### src/sv/nsl_ram.sv
`default_nettype none
module nsl_ram #(
  parameter int WIDTH = 8,
  parameter int DEPTH = 16
) (
  input  wire logic                                       clk,
  input  wire logic                                       we,
  input  wire logic [((DEPTH > 1) ? $clog2(DEPTH) : 1)-1:0] waddr,
  input  wire logic [WIDTH-1:0]                           wdata,
  input  wire logic                                       re,
  input  wire logic [((DEPTH > 1) ? $clog2(DEPTH) : 1)-1:0] raddr,
  output logic      [WIDTH-1:0]                           rdata
);

  logic [WIDTH-1:0] mem [DEPTH];

  // single write port, registered read port
  always_ff @(posedge clk) begin
    if (we) begin
      mem[waddr] <= wdata;
    end
    if (re) begin
      rdata <= mem[raddr];
    end
  end

endmodule
`default_nettype wire

### config.mk
export PLATFORM = sky130hd
export DESIGN_NAME = nsl_ram
export DESIGN_NICKNAME = d
export VERILOG_FILES = /design/src/sv/nsl_ram.sv
export SDC_FILE = /design/constraint.sdc
export NUM_CORES = 1
export LEC_CHECK = 0
export BUFFER_PORTS_ARGS = -buffer_cell sky130_fd_sc_hd__buf_4
export CAP_MARGIN = 20
export CORE_MARGIN = 8
export CORE_UTILIZATION = 59
export DETAILED_ROUTE_END_ITERATION = 7
export GPL_TIMING_DRIVEN = 1
export PLACE_DENSITY = 0.78
export RECOVER_POWER = 50
export SKIP_CTS_REPAIR_TIMING = 1
export SYNTH_ARGS = -nofsm -noshare
export SYNTH_HDL_FRONTEND = slang
export SYNTH_SLANG_ARGS = --single-unit
### constraint.sdc
create_clock -name clk -period 2.53 [get_ports clk]
set_clock_uncertainty 0.2 [all_clocks]
set_input_delay 0.253 -clock clk [delete_from_list [all_inputs] [get_ports clk]]
set_output_delay 0.253 -clock clk [all_outputs]
set_load 0.02 [all_outputs]
==> summary by stage <==
Outcome
The flow ran to the end, and the final reports show no timing, DRC or antenna violations.

Layout
The finished cells cover approximately 6200 um2. The count of cells in the finished layout, fillers not included, comes to 410. The top cell types in the final layout, fill and taps aside, are sky130_fd_sc_hd__edfxtp_1 (136), sky130_fd_sc_hd__buf_4 (29), sky130_fd_sc_hd__mux4_2 (18). The count of antenna diodes in the layout is 0. In the final design database the tool counted 308 nets.

Once layout is complete, the utilization of the core stands at 0.720. The register cell area after layout is just over 4000 um2. From synthesis to final layout, the design area changed by 19.5%.

The area of combinational cells with multiple inputs is around 1100 um2. The library cell used most frequently in the layout, excluding fill and tap cells, is sky130_fd_sc_hd__edfxtp_1. In the final layout, the share of cells above drive strength 1 is 0.258. The filler cells instantiated in the layout total between 500 and 600.

Die
The die is 110 um tall. The die area is ~12000 um2. The core footprint is between 8000 and 9000 um2.

For this configuration, the core starts out at a cell density of 0.602. Pin placement for this block handled 27 I/O pins. The site row count is 34.

The die width is roughly 110 um.

Flow run
The tool flagged a number of max-cap violations equal to 0.

Global routing
The number of global-route vias before repair is 2639. The number of antenna violations at the first check in global routing is 0. The global routing's busiest layer is met2. Summed over all layers, the global routing overflow is 0. The met1 routing resource usage after global routing is 0.241. The met3 usage in global routing is 0.0500. The global-route usage over all layers is 0.194. The largest net degree at the start of global routing is 33. The met2 routing resource usage after global routing is 0.313. The wire length of the first global-routing pass is 16000 um.

Synth
Sorting the synthesized cells by area gives the leading types as sky130_fd_sc_hd__edfxtp_1 (78%), sky130_fd_sc_hd__mux4_2 (7.8%), sky130_fd_sc_hd__mux4_1 (7.0%). Summed over all instances, the cell type with the most area after synthesis is sky130_fd_sc_hd__edfxtp_1. After synthesis, the mean cell area works out to ~23 um2. The warning count from the yosys run is 0. Of the synthesized area, sequential elements account for 0.781.

The post-synthesis cell type count is 18. In the synthesized netlist, the number of instances is about 230. The cell area that synthesis handed to floorplanning was around 5200 um2. The top cell type's share of synthesized area is 0.781.

The number of nets in the synthesized netlist is 248. In this run, synthesis produced a sequential element count of ~140.

STA
Setup violations remaining at the end of the flow were counted as 0. The final worst slack is approximately 0.79 ns. At the pin with the least slew margin, the transition time is slightly below 0.8 ns. The final period demand of the worst path is 1.74 ns. Static timing analysis puts the maximum clock frequency at about 570 MHz. The post-route fraction of the period consumed by the critical path is 0.688. The final hold violation count is 0. Headroom to the max-slew limit came out at 0.479. The max-slew violation total from the final report is 0. Setup repair after global routing left no endpoint under its margin. The total negative setup slack is 0 ns.

Clock network
In this run, CTS created clock tree buffers numbering 17. The clock sink count is between 100 and 150. The master cell of the clock root buffer is sky130_fd_sc_hd__clkbuf_8. Clock-pin slew was measured on the worst setup and hold paths at ~0.060 ns. The maximum clock path buffer count is 2. TritonCTS built the clock tree. The deepest level of the CTS H-tree is 4. The clock reaches the later pin of the worst-skew pair after slightly above 0.5 ns.

Setup path
The type of the setup path with the least slack is reg -> reg. Walking the worst path, the cells encountered are mux4_1, a22oi_1, nand2_1. The category of the worst setup path capture point is a flip-flop. For the worst setup path, the data required time is ~2.6 ns.

On the critical path, the stage with the largest delay is an instance of sky130_fd_sc_hd__mux4_1. The delay of the slowest cell on the worst path is about 0.54 ns. The arrival time of the worst setup path is 1.79 ns. The worst setup path is launched from a flip-flop. The register-to-register path setup slack is just under 0.8 ns. In this run the worst path has a maximum fanout of 1.

Routing
The DRC violation count after routing is 0. After detailed routing, the number of vias per cell comes to 6.17. In the final routed layout, each cell accounts on average for approximately 26 um. In this run the remaining antenna-violating nets after routing total 0. The detailed-router iteration count before antenna repair is 4. In this run, the number of DRC markers left after iteration 0 of detailed routing was 229. For this block, the routed nets add up to between 10000 and 15000 um of wire. The detailed-route via count is between 2k and 3k.

Placement
The number of cells after detailed placement is ~370. Prior to clock tree synthesis, the placed netlist has a worst setup slack of around 0.39 ns. The count of input and output buffers is 26. Detailed placement finished with a half-perimeter wire length of 6090 um. The final weighted congestion of routability-driven global placement is approximately 0.79. The post-placement cell area is between 5000 and 6000 um2.

Pwr
IR analysis of the VDD net gives a maximum drop of ~550 uV. For this design the static power due to leakage is between 0.002 and 0.0025 uW. The power per cell area is about 840 nW/um2.

Min path
The min-delay analysis places its worst path in the category in -> reg.
-- final timing paths --
path                            depth (start not counted)                 start                   to
worst max-delay path                                    3   mem[4][3]$_DFFE_PP_   rdata[3]$_DFFE_PP_
worst min-delay path                                    3              waddr[0]  mem[4][3]$_DFFE_PP_
worst max register to register                          3   mem[4][3]$_DFFE_PP_   rdata[3]$_DFFE_PP_
worst min register to register                          3  mem[12][5]$_DFFE_PP_   rdata[5]$_DFFE_PP_
-- worst max-delay path, delay by kind of cell (launching register included) --
family | cells | cell delay [ns]
AND/OR/NAND/NOR | 1 | 0.09
AO/OA/AOI/OAI | 1 | 0.27
multiplexers | 1 | 0.54
flip-flops | 1 | 0.37
-- final cells by class --
| cell class | count | area share |
|---|---|---|
| Sequential cell | 136 | 0.654 |
| Tap cell | 108 | 0.0216 |
| Timing Repair Buffer | 51 | 0.0597 |
| Clock inverter | 15 | 0.0294 |
| Multi-Input combinational cell | 83 | 0.169 |
| Clock buffer | 17 | 0.0663 |
-- routing by layer --
layer / share of wire / vias to the layer above
li1: - / 1103
met3: 0.092 / 17
met1: 0.37 / 1265
met5: 0 / -
met2: 0.52 / 144
met4: 0.018 / 0
-- power by group --
group	total (uW)	internal (uW)	switching, uW
clock network	2440	1580	862
logic	258	111	147
registers	2550	2540	14.2
total	5260	4230	1020
-- synthesized netlist by cell type (all sizes together) --
cell type	n
nor2	13
and2	1
nand2b	2
nand3b	2
nor2b	1
edfxtp	136
mux4	32
nor3	4
clkdlybuf4s25	3
or3b	1
nand2	9
buf	7
and2b	1
nand3	1
a22oi	16
-- cells by family after synthesis --
family	share of synthesized area
mux	0.148
simple gates	0.0314
flops	0.781
compound gates	0.0230
buf+inv	0.0165
-- metrics by stage --
step	power (uW)	hold slack (ns)
finish	5260	0.0711
global route	5410	0.0535
CTS	5290	-0.185
detailed placement	2850	0.352
global placement	2840	0.343
floorplan	2740	0.152
-- registers in the layout, indices dropped and copies added, names as in the netlist --
name,cells
mem,128
rdata,8
No activity file was read; power rests on OpenSTA's default activity.
