[src/sv/nsl_pkg.sv]
`default_nettype none
package nsl_pkg;

  // table geometry
  localparam int TABLE_DEPTH = 512;
  localparam int TAG_WIDTH   = 16;
  localparam int IDX_W       = (TABLE_DEPTH > 1) ? $clog2(TABLE_DEPTH) : 1;
  localparam int CNT_W       = $clog2(TABLE_DEPTH + 1);

  // field widths fixed by the interface
  localparam int ADDR_W  = 64;
  localparam int NTAG_W  = 16;
  localparam int OFF_W   = 16;
  localparam int USED_W  = 10;
  localparam int LIMIT_W = 17;
  localparam int CMD_W   = 2;

  // one memory word holds tag over start address
  localparam int RAM_W = ADDR_W + TAG_WIDTH;

  localparam logic [LIMIT_W-1:0] LIMIT_CAP = 17'h10000;
  localparam logic [ADDR_W-1:0]  NO_DIST   = '1;

  // command codes
  localparam logic [CMD_W-1:0] CMD_INSERT = 2'd0;
  localparam logic [CMD_W-1:0] CMD_LOOKUP = 2'd1;
  localparam logic [CMD_W-1:0] CMD_CLEAR  = 2'd2;

  // controller states
  typedef enum logic [2:0] {
    S_IDLE = 3'b001,
    S_SCAN = 3'b010,
    S_WAIT = 3'b100
  } nsl_state_t;

  // scan datapath control
  typedef struct packed {
    logic init;
    logic vld;
  } nsl_scan_ctl_t;

endpackage
`default_nettype wire

[src/sv/nsl_scan.sv]
`default_nettype none
module nsl_scan
  import nsl_pkg::*;
(
  input  wire logic                 clk,
  input  wire nsl_scan_ctl_t        ctl,
  input  wire logic [ADDR_W-1:0]    query,
  input  wire logic [RAM_W-1:0]     rdata,
  output logic      [ADDR_W-1:0]    near_gap_r,
  output logic      [TAG_WIDTH-1:0] best_tag_r
);

  logic [ADDR_W:0]        diff;
  logic [ADDR_W-1:0]      start;
  logic [TAG_WIDTH-1:0]   tag;
  logic                   take;

  assign start = rdata[ADDR_W-1:0];
  assign tag   = rdata[RAM_W-1:ADDR_W];

  // borrow of the subtraction flags a start above the query
  assign diff = {1'b0, query} - {1'b0, start};
  assign take = ctl.vld && !diff[ADDR_W] && (diff[ADDR_W-1:0] < near_gap_r);

  // running nearest entry, strict compare keeps the earliest on ties
  always_ff @(posedge clk) begin
    if (ctl.init) begin
      near_gap_r <= NO_DIST;
      best_tag_r <= '0;
    end else if (take) begin
      near_gap_r <= diff[ADDR_W-1:0];
      best_tag_r <= tag;
    end
  end

endmodule
`default_nettype wire

[config.mk]
export PLATFORM = sky130hd
export DESIGN_NAME = nsl_scan
export DESIGN_NICKNAME = d
export VERILOG_FILES = /design/src/sv/nsl_pkg.sv /design/src/sv/nsl_scan.sv
export SDC_FILE = /design/constraint.sdc
export NUM_CORES = 1
export LEC_CHECK = 0
export CAP_MARGIN = 0
export CORE_MARGIN = 5
export CORE_UTILIZATION = 70
export CTS_CLUSTER_DIAMETER = 40
export DETAILED_ROUTE_END_ITERATION = 7
export DONT_BUFFER_PORTS = 1
export GPL_TIMING_DRIVEN = 0
export PLACE_DENSITY = 0.95
export SLEW_MARGIN = 20
export SYNTH_ARGS = -nofsm -noshare
export SYNTH_HDL_FRONTEND = slang
export SYNTH_SLANG_ARGS = --single-unit
[constraint.sdc]
create_clock -name clk -period 9.45 [get_ports clk]
set_clock_uncertainty 0.2 [all_clocks]
set_input_delay 0.945 -clock clk [delete_from_list [all_inputs] [get_ports clk]]
set_output_delay 0.945 -clock clk [all_outputs]
set_load 0.01 [all_outputs]
==> flow_summary.toml <==
[grt]
grt_pass1_wl_um = 43300
met1_usage = 0.427
antenna_found_initial = 0
grt_max_degree = 16
met2_usage = 0.574
grt.total_usage = 0.351
grt_use_met3 = 0.0908
gr-total-overflow = 0
grt_busiest_layer = "met2"
first_global_vias = 9042

[finish]
layout.nets = 1504
drive_above_1_share = 0.0300
syn2layout_area_growth_pct = 6.19
finalInstanceArea_mm2 = 0.00947
antenna_cells = 0

[critical_path]
cp_cell_sequence = "inv_1 > ha_1 > inv_1 > fa_1 > a211oi_1 > o211ai_1 > a211oi_1 > o211ai_4 > a21oi_2 > o21ai_4 > a31oi_1 > xnor2_1 > ha_1 > a21o_1 > a21oi_1 > o2111ai_1 > a21oi_1 > o21a_1 > and2_1 > clkbuf_1 > clkbuf_1 > clkbuf_1 > nand4_1 > o211ai_1"
critPathMaxFanout = 10
slowest_delay_ns = 0.51
cp.required_ns = 9.51
critPathSlowestCell = "clkbuf_1"
arrival_ns = 6.62
worstSetupStartpointType = "primary input"
crit_type = "in2reg"
cp-end-kind = "register"
cp_common_cell = "clkbuf_1"

[clocking]
cts_root_buf = "clkbuf_16"
cts_sinks = 80
cts_buffers = 9
clk_pin_slew_ns = 0.07
tritoncts = "yes"
clk_latency_ns = 0.34
cts_max_level = 3
cts_setup_buffers = 0
post_cts_resized = 0
cts_hold_repair.buffers = 0
ctsLongestPathBuffers = 2

[logic_synthesis]
synth_cell_type_count = 61
synth_top_family_by_area = "compound AO/OA/AOI/OAI gates"
ys_seq_area_frac = 0.180
synth_xor_area_frac = 0.0521
ys_warn_count = 0
syn_inst = 1218
yosys.area_share.simple = 0.174
synthFlopType = "dfxtp_1"
synth_fp_nets = 1493
synth_fa_ha_area_frac = 0.180
synthArstFlopShare = 0
ys_ff_latch = 80
synth_area_mm2 = 0.00892
syn_area_per_cell_um2 = 7.32
synth_edf_count = 0
synth_compound_area_frac = 0.311
yosys-mux-area-fraction = 0.00786

[detailed_routing]
drtIter0Drc = 948
drc = 0
routed_via_density = 6.86
dr.pass1.iters = 5
dr_total_vias = 9639
routed_wl_um = 27600
antenna_left = 0
wire_per_inst_um = 19.6

[pwr]
power_mw = 1.44
p_switching_mw = 0.601
p_clk_frac = 0.278
power.leakage_nw = 4.70
combPwrFrac = 0.430
ir_drop_mv = 0.101
power_density_mw_per_mm2 = 152
pwr-share-seq = 0.292
switching_share = 0.418
p_int_mw = 0.836

[floorplan]
core_mm2 = 0.0126
die_y_um = 123
ios = 227
initial_core_util = 0.710
die_x_um = 123
num_rows = 41
die-area_mm2 = 0.0151

[sta]
slew_headroom = 0.560
slew_violations = 0
tightest_slew_ns = 0.654
fmax_mhz = 152
hold_viol_final = 0
rsz0062_at_grt = "false"
period_needed_ns = 6.56
period_share = 0.694
tns_ns = 0
setup_viol = 0

[run_status]
status = "finished clean"

[placed_design]
portBuffers = 0
dp_hpwl_um = 21800
globalplace.congestion = 0.944
placed_area_mm2 = 0.00913

[hold_path]
hold_class = "reg2reg"

[flow_run]
cap_viol_max_count = 0
## synth_stat cells (3+ instances only)
| library cell | n | area share |
|---|---|---|
| a2111oi_0 | 4 | 0.0039 |
| a211o_1 | 17 | 0.017 |
| a211oi_1 | 12 | 0.010 |
| a21boi_0 | 5 | 0.0042 |
| a21o_1 | 48 | 0.040 |
| a21oi_1 | 126 | 0.071 |
| a311oi_1 | 3 | 0.0029 |
| a31oi_1 | 21 | 0.015 |
| and2_1 | 5 | 0.0035 |
| and3_1 | 11 | 0.0077 |
| buf_2 | 14 | 0.0079 |
| clkbuf_1 | 49 | 0.021 |
| dfxtp_1 | 80 | 0.18 |
| ha_1 | 127 | 0.18 |
| inv_1 | 154 | 0.065 |
| mux2i_1 | 7 | 0.0079 |
| nand2_1 | 69 | 0.029 |
| nand2b_1 | 5 | 0.0035 |
| nand3_1 | 23 | 0.013 |
| nand4_1 | 77 | 0.054 |
| nor2_1 | 72 | 0.030 |
| nor2b_1 | 11 | 0.0077 |
| nor3_1 | 21 | 0.012 |
| nor4_1 | 5 | 0.0035 |
| o2111ai_1 | 3 | 0.0029 |
| o211ai_1 | 52 | 0.044 |
| o21a_1 | 5 | 0.0042 |
| o21ai_0 | 50 | 0.028 |
| o21bai_1 | 17 | 0.014 |
| o31ai_1 | 30 | 0.025 |
| or3_1 | 7 | 0.0049 |
| xnor2_1 | 35 | 0.034 |
| xor2_1 | 18 | 0.018 |
## worst max-delay path: cells and delay by family
kind | cells | cell delay, ns
buf+inv | 5 | 1.27
compound gates | 13 | 2.91
simple gates | 2 | 0.32
xor+xnor | 1 | 0.26
fa+ha+maj | 3 | 0.89
## state kept, by name (all words and copies together), names as in the netlist
signal and count:
near_gap_r 64, best_tag_r 16
## cell type report
cell class / instances / area [µm²]
inverters: 155 / 582
plain buffers: 64 / 262
multi-input cells: 919 / 6470
fillers: 970 / 3100
flip-flops and latches: 80 / 1600
well taps: 172 / 215
clock buffers: 10 / 239
clock inverters: 6 / 97.6
## logic make-up after synthesis
family          Yosys count
xor+xnor                 53
simple gates            311
compound gates          420
flops                    80
fa+ha+maj               128
buf+inv                 219
mux                       7
## power groups by stage
stage	sequential, mW	clock, mW	combinational, mW
3_3_place_gp	0.425	0	0.568
5_1_grt	0.422	0.418	0.679
4_1_cts	0.418	0.398	0.599
2_1_floorplan	0.410	0	0.455
3_5_place_dp	0.426	0	0.589
6_report	0.420	0.400	0.618
## final timing paths
kind | startpoint | slack, ns | cells past startpoint | endpoint
setup / recovery | query[0] | 2.89 | 24 | near_gap_r[24]
hold / removal | best_tag_r[9] | 0.32 | 2 | best_tag_r[9]
setup reg to reg | near_gap_r[13] | 5.34 | 14 | near_gap_r[24]
hold reg to reg | best_tag_r[9] | 0.32 | 2 | best_tag_r[9]
## cell usage in the layout (no fill, tap or decap), types with 49 or more instances in the layout
| cell | instances |
|---|---|
| o21ai_0 | 50 |
| nand4_1 | 77 |
| inv_1 | 154 |
| ha_1 | 127 |
| nand2_1 | 69 |
| a21oi_1 | 126 |
| nor2_1 | 72 |
| o211ai_1 | 52 |
| clkbuf_1 | 49 |
| dfxtp_1 | 80 |
## per-stage QoR
step	setup WS (ns)	utilization	hold slack (ns)	instances
6_report	2.89	0.753	0.320	1406
5_1_grt	2.51	0.753	0.344	1406
4_1_cts	3.12	0.753	0.322	1406
3_5_place_dp	2.80	0.727	0.313	1390
3_3_place_gp	2.94	0.727	0.305	1390
2_1_floorplan	4.02	-	0.293	1218
## metal layers
| layer | share of wire | vias to the layer above |
|---|---|---|
| li1 | - | 4497 |
| met1 | 0.38 | 4403 |
| met2 | 0.45 | 623 |
| met3 | 0.11 | 116 |
| met4 | 0.052 | 0 |
| met5 | 0 | - |
(Power assumes the default switching activity.)
